==> src/sv/phsc_pkg.sv <==
package phsc_pkg;

    localparam int REG_W = 5;
    localparam int CNT_W = 3;

    // Each transaction ticks the counters at least once and every counter tops
    // out at 7. So a write older than seven transactions reads as zero.
    localparam int SB_DEPTH = 7;

    localparam logic [CNT_W-1:0] DIRTY_STAGES  = 3'd3;
    localparam logic [CNT_W-1:0] ALU_FWD_LIMIT = 3'd2;
    localparam logic [CNT_W-1:0] STALL_MAX     = 3'd7;
    localparam logic [1:0]       MISPREDICT_BUBBLES = 2'd2;

    // forwarding_mode codes (3 behaves as full)
    localparam logic [1:0] FWD_NONE = 2'd0;
    localparam logic [1:0] FWD_ALU  = 2'd1;
    localparam logic [1:0] FWD_FULL = 2'd2;

    // branch_prediction codes
    localparam logic [1:0] BP_NONE      = 2'd0;
    localparam logic [1:0] BP_PERFECT   = 2'd1;
    localparam logic [1:0] BP_TAKEN     = 2'd2;
    localparam logic [1:0] BP_NOT_TAKEN = 2'd3;

    // configuration register indexes
    localparam logic [1:0] CFG_FWD_MODE  = 2'd0;
    localparam logic [1:0] CFG_BR_PRED   = 2'd1;
    localparam logic [1:0] CFG_BR_DECODE = 2'd2;

    typedef struct packed {
        logic [REG_W-1:0] src_a;
        logic [2:0]       src_a_need;
        logic [REG_W-1:0] src_b;
        logic [2:0]       src_b_need;
        logic             dest_valid;
        logic [REG_W-1:0] dest_reg;
        logic [CNT_W-1:0] result_ready;
        logic             is_branch;
        logic             branch_taken;
    } phsc_in_t;

    typedef struct packed {
        logic [2:0] stall_count;
        logic [1:0] bubble_count;
    } phsc_out_t;

    typedef struct packed {
        logic [CNT_W-1:0] busy;
        logic [CNT_W-1:0] dirty;
    } phsc_cnt_t;

endpackage

==> src/sv/pipeline_hazard_stall_counter_core.sv <==
// Result: valid after S stalled issue attempts and one that issues, S = stall count.
//   Counters peak at 7 and tick before each check, so S is 0..6.
//   Each issue attempt is tick, check source A, check source B.
// A new transaction is taken only in idle, after the last one has issued; one shared hazard-check unit.
// Reset (rst_n, async, active low): sequencer idle, scoreboard empty, config zero,
//   last-was-stall clear, no result pending.
module pipeline_hazard_stall_counter_core (
    input  logic                clk,
    input  logic                rst_n,
    input  logic                in_valid,
    output logic                in_ready,
    input  phsc_pkg::phsc_in_t  in_data,
    output logic                out_valid,
    input  logic                out_ready,
    output phsc_pkg::phsc_out_t out_data,
    input  logic                cfg_valid,
    output logic                cfg_ready,
    input  logic [1:0]          cfg_index,
    input  logic [1:0]          cfg_data
);

    // sequencer states
    localparam logic [2:0] ST_IDLE  = 3'd0;
    localparam logic [2:0] ST_TICK  = 3'd1;  // age every counter by one
    localparam logic [2:0] ST_CHK_A = 3'd2;  // check source A
    localparam logic [2:0] ST_CHK_B = 3'd3;  // check source B, stall or go on
    localparam logic [2:0] ST_FIN   = 3'd4;  // issue: bubbles, dest write, result

    logic [2:0]          state_reg, state_next;
    phsc_pkg::phsc_in_t  item_reg;
    logic [2:0]          stalls_reg, stalls_next;
    logic                lws_reg, lws_next;
    logic                haz_a_reg, haz_a_next;
    logic                out_valid_reg, out_valid_next;
    phsc_pkg::phsc_out_t out_reg, out_next;

    // configuration
    logic [1:0] fwd_mode_reg;
    logic [1:0] br_pred_reg;
    logic       br_decode_reg;

    // shared check path
    logic [phsc_pkg::REG_W-1:0] chk_reg_sel;
    logic [2:0]                 chk_need_sel;
    phsc_pkg::phsc_cnt_t        chk_cnt;
    logic                       chk_hazard;

    logic                in_fire;
    logic                fin_go;
    logic [1:0]          full_penalty;
    logic [1:0]          bubbles;
    phsc_pkg::phsc_cnt_t push_cnt;

    assign in_ready  = (state_reg == ST_IDLE);
    assign in_fire   = in_valid && in_ready;
    assign cfg_ready = 1'b1;
    assign out_valid = out_valid_reg;
    assign out_data  = out_reg;

    // result slot must be free (or draining) before the final step
    assign fin_go = !out_valid_reg || out_ready;

    always_ff @(posedge clk or negedge rst_n)
    begin
        if (!rst_n)
        begin
            fwd_mode_reg  <= phsc_pkg::FWD_NONE;
            br_pred_reg   <= phsc_pkg::BP_NONE;
            br_decode_reg <= 1'b0;
        end
        else if (cfg_valid && cfg_ready)
        begin
            unique case (cfg_index)
                phsc_pkg::CFG_FWD_MODE:  fwd_mode_reg  <= cfg_data;
                phsc_pkg::CFG_BR_PRED:   br_pred_reg   <= cfg_data;
                phsc_pkg::CFG_BR_DECODE: br_decode_reg <= cfg_data[0];
                default:                 ;
            endcase
        end
    end

    // one source per cycle through the shared lookup and hazard rule
    assign chk_reg_sel  = (state_reg == ST_CHK_A) ? item_reg.src_a : item_reg.src_b;
    assign chk_need_sel = (state_reg == ST_CHK_A) ? item_reg.src_a_need
                                                  : item_reg.src_b_need;

    assign push_cnt.busy  = item_reg.result_ready;
    assign push_cnt.dirty = phsc_pkg::DIRTY_STAGES;

    phsc_scoreboard u_scoreboard (
        .clk        (clk),
        .rst_n      (rst_n),
        .tick       (state_reg == ST_TICK),
        .push       (state_reg == ST_FIN && fin_go),
        .push_valid (item_reg.dest_valid && !item_reg.is_branch),
        .push_reg   (item_reg.dest_reg),
        .push_cnt   (push_cnt),
        .lookup_reg (chk_reg_sel),
        .lookup_cnt (chk_cnt)
    );

    phsc_hazard_unit u_hazard (
        .fwd_mode       (fwd_mode_reg),
        .last_was_stall (lws_reg),
        .src_reg        (chk_reg_sel),
        .src_need       (chk_need_sel),
        .cnt            (chk_cnt),
        .hazard         (chk_hazard)
    );

    // branch bubbles
    assign full_penalty = br_decode_reg ? (phsc_pkg::MISPREDICT_BUBBLES - 2'd1)
                                        : phsc_pkg::MISPREDICT_BUBBLES;

    always_comb
    begin
        bubbles = 2'd0;
        if (item_reg.is_branch)
        begin
            unique case (br_pred_reg)
                phsc_pkg::BP_NONE:      bubbles = full_penalty;
                phsc_pkg::BP_PERFECT:   bubbles = 2'd0;
                phsc_pkg::BP_TAKEN:     bubbles = item_reg.branch_taken ? 2'd0 : full_penalty;
                phsc_pkg::BP_NOT_TAKEN: bubbles = item_reg.branch_taken ? full_penalty : 2'd0;
                default:                bubbles = 2'd0;
            endcase
        end
    end

    always_comb
    begin
        state_next     = state_reg;
        stalls_next    = stalls_reg;
        lws_next       = lws_reg;
        haz_a_next     = haz_a_reg;
        out_valid_next = out_valid_reg;
        out_next       = out_reg;

        if (out_valid_reg && out_ready)
        begin
            out_valid_next = 1'b0;
        end

        unique case (state_reg)
            ST_IDLE:
            begin
                if (in_fire)
                begin
                    stalls_next = '0;
                    state_next  = ST_TICK;
                end
            end
            ST_TICK:
            begin
                state_next = ST_CHK_A;
            end
            ST_CHK_A:
            begin
                haz_a_next = chk_hazard;
                state_next = ST_CHK_B;
            end
            ST_CHK_B:
            begin
                if (haz_a_reg || chk_hazard)
                begin
                    // stall: count it (saturating) and retry after another tick
                    if (stalls_reg != phsc_pkg::STALL_MAX)
                    begin
                        stalls_next = stalls_reg + 3'd1;
                    end
                    lws_next   = 1'b1;
                    state_next = ST_TICK;
                end
                else
                begin
                    state_next = ST_FIN;
                end
            end
            ST_FIN:
            begin
                if (fin_go)
                begin
                    lws_next              = 1'b0;
                    out_valid_next        = 1'b1;
                    out_next.stall_count  = stalls_reg;
                    out_next.bubble_count = bubbles;
                    state_next            = ST_IDLE;
                end
            end
            default:
            begin
                state_next = ST_IDLE;
            end
        endcase
    end

    always_ff @(posedge clk or negedge rst_n)
    begin
        if (!rst_n)
        begin
            state_reg     <= ST_IDLE;
            stalls_reg    <= '0;
            lws_reg       <= 1'b0;
            haz_a_reg     <= 1'b0;
            out_valid_reg <= 1'b0;
        end
        else
        begin
            state_reg     <= state_next;
            stalls_reg    <= stalls_next;
            lws_reg       <= lws_next;
            haz_a_reg     <= haz_a_next;
            out_valid_reg <= out_valid_next;
        end
    end

    // payload: no reset
    always_ff @(posedge clk)
    begin
        if (in_fire)
        begin
            item_reg <= in_data;
        end
        out_reg <= out_next;
    end

    // an accepted transaction always starts with a counter tick
    a_accept_ticks: assert property (@(posedge clk) disable iff (!rst_n)
        in_valid && in_ready |=> state_reg == ST_TICK)
        else $error("accepted transaction did not start with a tick");

    // each tick is followed by the source A check
    a_tick_then_check: assert property (@(posedge clk) disable iff (!rst_n)
        state_reg == ST_TICK |=> state_reg == ST_CHK_A)
        else $error("tick not followed by source A check");

    // the stall flag mirrors whether this transaction has stalled yet
    a_stall_flag: assert property (@(posedge clk) disable iff (!rst_n)
        state_reg == ST_TICK |-> lws_reg == (stalls_reg != 3'd0))
        else $error("last-was-stall flag out of step with stall count");

    // a new result only comes out of the issue step
    a_result_from_fin: assert property (@(posedge clk) disable iff (!rst_n)
        $rose(out_valid_reg) |-> $past(state_reg) == ST_FIN)
        else $error("result raised outside the issue step");

endmodule

==> src/sv/phsc_scoreboard.sv <==
// Recent-write queue: newest entry at index 0, all counters age on tick.
module phsc_scoreboard (
    input  logic                      clk,
    input  logic                      rst_n,
    input  logic                      tick,
    input  logic                      push,
    input  logic                      push_valid,
    input  logic [phsc_pkg::REG_W-1:0] push_reg,
    input  phsc_pkg::phsc_cnt_t       push_cnt,
    input  logic [phsc_pkg::REG_W-1:0] lookup_reg,
    output phsc_pkg::phsc_cnt_t       lookup_cnt
);

    logic [phsc_pkg::SB_DEPTH-1:0] valid_reg;
    logic [phsc_pkg::REG_W-1:0]    tag_reg [phsc_pkg::SB_DEPTH];
    phsc_pkg::phsc_cnt_t           cnt_reg [phsc_pkg::SB_DEPTH];

    always_ff @(posedge clk or negedge rst_n)
    begin
        if (!rst_n)
        begin
            valid_reg <= '0;
        end
        else if (push)
        begin
            valid_reg <= {valid_reg[phsc_pkg::SB_DEPTH-2:0], push_valid};
        end
    end

    always_ff @(posedge clk)
    begin
        if (push)
        begin
            tag_reg[0] <= push_reg;
            cnt_reg[0] <= push_cnt;
            for (int i = 1; i < phsc_pkg::SB_DEPTH; i++)
            begin
                tag_reg[i] <= tag_reg[i-1];
                cnt_reg[i] <= cnt_reg[i-1];
            end
        end
        else if (tick)
        begin
            for (int i = 0; i < phsc_pkg::SB_DEPTH; i++)
            begin
                if (cnt_reg[i].busy != '0)
                begin
                    cnt_reg[i].busy <= cnt_reg[i].busy - 1'b1;
                end
                if (cnt_reg[i].dirty != '0)
                begin
                    cnt_reg[i].dirty <= cnt_reg[i].dirty - 1'b1;
                end
            end
        end
    end

    // newest matching entry wins; no match reads as idle
    always_comb
    begin
        lookup_cnt = '0;
        for (int i = phsc_pkg::SB_DEPTH - 1; i >= 0; i--)
        begin
            if (valid_reg[i] && tag_reg[i] == lookup_reg)
            begin
                lookup_cnt = cnt_reg[i];
            end
        end
    end

endmodule

==> src/sv/phsc_hazard_unit.sv <==
// Hazard rule for one source operand, shared by both sources.
module phsc_hazard_unit (
    input  logic [1:0]                 fwd_mode,
    input  logic                       last_was_stall,
    input  logic [phsc_pkg::REG_W-1:0] src_reg,
    input  logic [2:0]                 src_need,
    input  phsc_pkg::phsc_cnt_t        cnt,
    output logic                       hazard
);

    always_comb
    begin
        hazard = 1'b0;
        if (src_need != '0 && src_reg != '0)
        begin
            case (fwd_mode)
                phsc_pkg::FWD_NONE:
                begin
                    hazard = (cnt.dirty != '0);
                end
                phsc_pkg::FWD_ALU:
                begin
                    hazard = (cnt.busy > phsc_pkg::ALU_FWD_LIMIT) ||
                             (last_was_stall && cnt.dirty != '0);
                end
                default:
                begin
                    hazard = (cnt.busy >= src_need);
                end
            endcase
        end
    end

endmodule
==> config.mk <==
export PLATFORM = sky130hd
export DESIGN_NAME = pipeline_hazard_stall_counter_core
export DESIGN_NICKNAME = d
export VERILOG_FILES = /design/src/sv/phsc_pkg.sv /design/src/sv/pipeline_hazard_stall_counter_core.sv /design/src/sv/phsc_scoreboard.sv /design/src/sv/phsc_hazard_unit.sv
export SDC_FILE = /design/constraint.sdc
export NUM_CORES = 1
export LEC_CHECK = 0
export CELL_PAD_IN_SITES_DETAIL_PLACEMENT = 1
export CELL_PAD_IN_SITES_GLOBAL_PLACEMENT = 2
export CORE_ASPECT_RATIO = 1.5
export CORE_MARGIN = 5
export CORE_UTILIZATION = 46
export DETAILED_ROUTE_END_ITERATION = 10
export DONT_BUFFER_PORTS = 1
export PLACE_DENSITY = 0.91
export SLEW_MARGIN = 30
export SYNTH_ARGS = -nofsm -noshare
export SYNTH_HDL_FRONTEND = slang
export SYNTH_SLANG_ARGS = --single-unit
==> constraint.sdc <==
create_clock -name clk -period 11.96 [get_ports clk]
set_input_delay 3.588 -clock clk [delete_from_list [all_inputs] [get_ports clk]]
set_output_delay 3.588 -clock clk [all_outputs]
set_load 0.05 [all_outputs]
# == Word-level counts from Yosys, hierarchy flattened ==
# Memories as Yosys holds them, arrays and structs flattened.
# Index checks and enable logic that the tools add are counted.
# totals
register_bits,53
inputBits,36
mem_bits_rw,77
word_cells,224
n_memories,2
# mem_list
memory,depth,width,read_ports,rd_ports_with_merged_regs,write_ports,line_no,text
u_scoreboard.cnt_reg,7,6,7,0,7,phsc_scoreboard.sv:16,phsc_pkg::phsc_cnt_t cnt_reg [phsc_pkg::SB_DEPTH];
u_scoreboard.tag_reg,7,5,7,0,7,phsc_scoreboard.sv:15,logic [phsc_pkg::REG_W-1:0] tag_reg [phsc_pkg::SB_DEPTH];
# op_classes
mux,101
reduce_logical,48
magnitude_cmp,2
bitwise,14
eq_ne,22
add_sub_neg,15
# ops
cell,n
1-bit two-way mux,64
3-bit two-way mux,21
3-bit nonzero test,16
6-bit two-way mux,7
"3-bit by 1-bit subtractor with 3-bit output, second input constant",14
5-bit equality test,7
3-bit case mux with 5 select lines,1
1-bit OR,14
1-bit logical AND,13
2-bit AND reduction,5
2-bit case mux with 4 select lines,1
"2-bit by 1-bit equality test with 1-bit output, second input constant",3
"2-bit equality test, second input constant",3
"3-bit by 2-bit equality test with 1-bit output, second input constant",2
2-bit zero test,3
2-bit two-way mux,3
"2-bit inequality test, second input constant",3
3-bit case mux with 2 select lines,1
5-bit two-way mux,1
5-bit nonzero test,1
1-bit case mux with 2 select lines,2
4-bit AND reduction,1
2-bit nonzero test,2
"3-bit by 1-bit adder with 3-bit output, second input constant",1
other kinds (10),13

# == Longest topological paths before layout ==
# logic_depth
depth_word,19
depth_mapped,19
depth_no_buf,16

# == Modules after synthesis ==
# From an unflattened synthesis, not the netlist that was laid out.
# hier_totals
hier_cells,520
hier_area_um2,6582.6
# by_module_without_submodules
mod,cells_each,area_per_inst_um2,instances
phsc_scoreboard,395,4673.2,1
pipeline_hazard_stall_counter_core,108,1780.5,1
phsc_hazard_unit,17,128.9,1

# == Worst setup path after synthesis ==
# OpenSTA, ideal clock, no wires.
# synth_path
kind,input-to-reg
start,input out_ready
end,"register out_reg (netlist bit out_data[0]), enable pin"
n_path_buf,0
setup_time_ns,0.599
setup_slack_ns,6.472
cell_stages,3
arrival_ns,4.888
cell_sequence,nand2b_1 > nand3_1 > clkinv_1
# synth_between
elab_chain_cells,2
# synth_lines
element,line_no,text
"start, declared",pipeline_hazard_stall_counter_core.sv:14,"input logic out_ready,"
1-bit logical OR,pipeline_hazard_stall_counter_core.sv:61,assign fin_go = !out_valid_reg || out_ready;
2-bit AND reduction (no line),-,
"end signal, assigned",pipeline_hazard_stall_counter_core.sv:224,out_reg <= out_next;
"end, declared",pipeline_hazard_stall_counter_core.sv:35,"phsc_pkg::phsc_out_t out_reg, out_next;"
# No other way between the ends.
# A chain may end at the register's enable or synchronous reset.

# == Final worst setup path ==
# layout_path
start,register state_reg[1]
end,output in_ready
# layout_between
elab_chain_cells,1
# layout_lines
element,line_no,text
"start, declared",pipeline_hazard_stall_counter_core.sv:29,"logic [2:0] state_reg, state_next;"
"start signal, assigned",pipeline_hazard_stall_counter_core.sv:209,state_reg <= state_next;
3-bit zero test,pipeline_hazard_stall_counter_core.sv:54,assign in_ready = (state_reg == ST_IDLE);
"end, declared",pipeline_hazard_stall_counter_core.sv:11,"output logic in_ready,"
# No other way between the ends.

==> results.tsv <==
stage	metric	value	unit
synth	synth warn	0	
setup_path	CP cell instances	nor3_2	
sta	Setup Viol. Count Final	0	
synth	Synth Cell Area	6840	sq um
drt	detail-routed net length per standard cell	21.5	microns
clocking	TritonCTS Buffers	17	
pwr	static power due to leakage	3.03	nW
sta	accumulated negative setup slack	0	ns
setup_path	data arrival time of the worst path	1.70	ns
synth	number of storage elements in the synthesis netlist	130	
pwr	total power per unit cell area	269	nW/um^2
synth	number of enable flip-flop cells after synthesis	109	
sta	setup repair after global routing missed its margin	false	
floorplanning	boundary pin count	44	
clocking	clock insertion delay at the later pin of the skew report	0.42	ns
sta	post-route clock period utilization	44.2	%
sta	worst slew pin tran	0.953	ns
placed_design	placed cell count	785	
floorplanning	overall die area	17500	sq um
setup_path	r2r endpoint	stalls_reg[2]	
sta	clk_skew	0.00898	ns
setup_path	Reg2Reg Launch Point	state_reg[1]	
clocking	clock tree from TritonCTS	yes	
floorplanning	height of the die	159	microns
setup_path	startpoint type of the worst setup path	flop	
synth	Post-synth top flop	sky130_fd_sc_hd__edfxtp_1	
sta	minimum clock period	5.28	ns
final_layout	leading cell type in the layout, fill and taps excluded	sky130_fd_sc_hd__edfxtp_1	
grt	total overflow reported by the global router	0	
drt	DRC violations left	0	
synth	number of nets produced by synthesis	675	
clocking	clk root buf	sky130_fd_sc_hd__clkbuf_16	
clocking	sink count of the clock tree	130	
placed_design	global placement routability congestion	0.822	
synth	synthesized area per cell	11.3	sq um
setup_path	longest individual stage delay on the worst path	0.79	ns
clocking	Hold Buf Count CTS	0	
run_status	run status	finished, final reports clean	
final_layout	flip-flop count of the largest register after layout	42	
final_layout	most frequent cells in the layout	109 x sky130_fd_sc_hd__edfxtp_1, 65 x sky130_fd_sc_hd__inv_1, 64 x sky130_fd_sc_hd__nand2_1	
final_layout	Total Nets Final	677	
final_layout	fraction of final layout cells with drive strength greater than 1	9.18	%
setup_path	type of the setup path with the least slack	reg -> out	
min_path	startpoint of the lowest-slack hold path	item_reg[8]	
floorplanning	Core Rows	54	
sta	Final Max Tran Viols	0	
final_layout	area growth from synthesis to layout	11.0	%
sta	count of endpoints failing hold in the final timing report	0	
floorplanning	area of the core region	14600	sq um
clocking	H-tree depth reported by CTS	4	
min_path	hold crit path type	reg -> reg	
placed_design	number of buffers inserted by port buffering	0	
grt	global-route wire length before repair	28200	microns
sta	highest attainable clock frequency	189	MHz
grt	initial antenna violation count	1	
clocking	clock-pin slew reported for the worst setup and hold paths after clock tree synthesis	0.06	ns
grt	largest net degree at the start of global routing	44	
setup_path	depth of the worst register-to-register path	17	
drt	post-DR vias/cell	5.77	
sta	slew margin rel.	36.3	%
run	number of max-cap violations	0	
setup_path	worst path required time	8.37	ns
setup_path	Worst Path Buf+Inv	0	
synth	sequential area share after synthesis	55.6	%
min_path	end point of the worst hold path	u_scoreboard.tag_reg[0][3]	
pwr	maximum resistive drop on vdd	119	uV
clocking	post-CTS setup buffers	0	
grt	Total GRT Usage	21.3	%
drt	final wirelength	17600	microns
drt	Post-DRT Antenna Nets	0	
placed_design	Detailed Place HPWL	12500	microns
grt	number of global-route vias before repair	5432	
setup_path	cell class contributing the biggest share of worst-path delay	simple AND/OR/NAND/NOR gates	
drt	DR vias	4722	
synth	distinct cell type count of the synthesized netlist	66	
final_layout	non-filler instance count after layout	818	
floorplanning	floorplan die width	110	microns
clocking	Max clock buf depth	2	
setup_path	biggest fanout along the worst timing path	8	
floorplanning	starting utilization of the core area	46.9	%
setup_path	slowest library cell on the worst path	sky130_fd_sc_hd__nor3_2	
synth	Mapped Cells	606	
drt	Iter 0 DRT Violations	292	
synth	async set or reset register ratio after synthesis	16.2	%
setup_path	worst reg2reg setup slack	7.07	ns
clocking	post-cts sizing count	0	
min_path	hold-critical path depth	0	
setup_path	Crit. End Element	output pin	
drt	first-pass iteration count of the detailed router	5	
worst max-delay path by stage:
| stage | start | to | depth (start not counted) |
|---|---|---|---|
| finish | state_reg[1] | in_ready | 1 |
| global route | state_reg[1] | in_ready | 1 |
| CTS | state_reg[1] | in_ready | 1 |
| detailed placement | out_ready | u_scoreboard.tag_reg[4][1] | 5 |
| global placement | out_ready | u_scoreboard.tag_reg[5][1] | 5 |
| floorplan | out_ready | out_data[0] | 3 |
cell usage after synthesis, types with 3 or more instances:
master / number / area [sq um]
sky130_fd_sc_hd__or4_1: 3 / 22.5
sky130_fd_sc_hd__o221ai_1: 6 / 52.6
sky130_fd_sc_hd__nand3_1: 7 / 35.0
sky130_fd_sc_hd__xnor2_1: 22 / 193
sky130_fd_sc_hd__dfrtp_1: 21 / 526
sky130_fd_sc_hd__nor3_1: 9 / 45.0
sky130_fd_sc_hd__nor2_1: 37 / 139
sky130_fd_sc_hd__a22oi_1: 3 / 22.5
sky130_fd_sc_hd__o221a_2: 4 / 45.0
sky130_fd_sc_hd__nand4_1: 6 / 37.5
sky130_fd_sc_hd__clkbuf_1: 13 / 48.8
sky130_fd_sc_hd__ha_1: 33 / 413
sky130_fd_sc_hd__mux2i_1: 16 / 160
sky130_fd_sc_hd__inv_1: 66 / 248
sky130_fd_sc_hd__xor2_1: 14 / 123
sky130_fd_sc_hd__a21oi_1: 32 / 160
sky130_fd_sc_hd__nor4_1: 6 / 37.5
sky130_fd_sc_hd__nand2_1: 64 / 240
sky130_fd_sc_hd__or2_2: 3 / 18.8
sky130_fd_sc_hd__buf_2: 4 / 20.0
sky130_fd_sc_hd__edfxtp_1: 109 / 3270
sky130_fd_sc_hd__a221oi_1: 6 / 52.6
sky130_fd_sc_hd__and3_1: 6 / 37.5
sky130_fd_sc_hd__mux2_2: 4 / 45.0
sky130_fd_sc_hd__a21o_1: 3 / 22.5
sky130_fd_sc_hd__o21ai_0: 34 / 170
sky130_fd_sc_hd__o211ai_1: 3 / 22.5
sky130_fd_sc_hd__nand2b_1: 12 / 75.1
sky130_fd_sc_hd__o2111ai_1: 4 / 35.0
sky130_fd_sc_hd__nor2b_1: 3 / 18.8
routing by layer:
layer / wire [microns] / share of wire, % / GRT usage (%)
met2: 10200 / 58 / 40.4
met4: 617 / 3.5 / 9.81
met1: 6220 / 35 / 20.9
met3: 625 / 3.5 / 4.99
met5: 0 / 0 / 0
logic make-up after synthesis:
kind of cell | after synthesis | share of synthesized area [%]
AND/OR/NAND/NOR | 169 | 11.9
adder cells (fa/ha/maj) | 33 | 6.04
AO/OA/AOI/OAI | 127 | 12.9
flip-flops | 130 | 55.6
XOR/XNOR | 36 | 4.61
multiplexers | 22 | 3.66
buffers and inverters | 88 | 5.23
other | 1 | 0.0548
area by class of cell:
class | instances | area (sq um)
clock buffer | 20 | 437
sequential | 130 | 3800
inverter | 67 | 251
timing repair buffer | 4 | 30.0
antenna | 1 | 2.50
clock inverter | 12 | 131
multi-input combinational | 388 | 2690
tap | 196 | 245
fill | 1579 | 7000
stage by stage:
step           setup WS [ns]  util (%)  hold slack (ns)  instance area, sq um  power, mW
2_1_floorplan           6.47         -            0.400                  6840       1.33
3_3_place_gp            6.80      48.0            0.402                  7010       1.48
3_5_place_dp            6.73      48.1            0.405                  7020       1.54
4_1_cts                 6.66      52.0            0.419                  7590       2.06
5_1_grt                 6.64      52.0            0.435                  7590       2.18
6_report                6.68      52.0            0.418                  7590       2.04
where the power goes:
part           switching, mW  internal [mW]
combinational          0.432          0.245
sequential             0.152          0.712
clock                  0.195          0.307
total                  0.780           1.26
(Power assumes the default switching activity.)
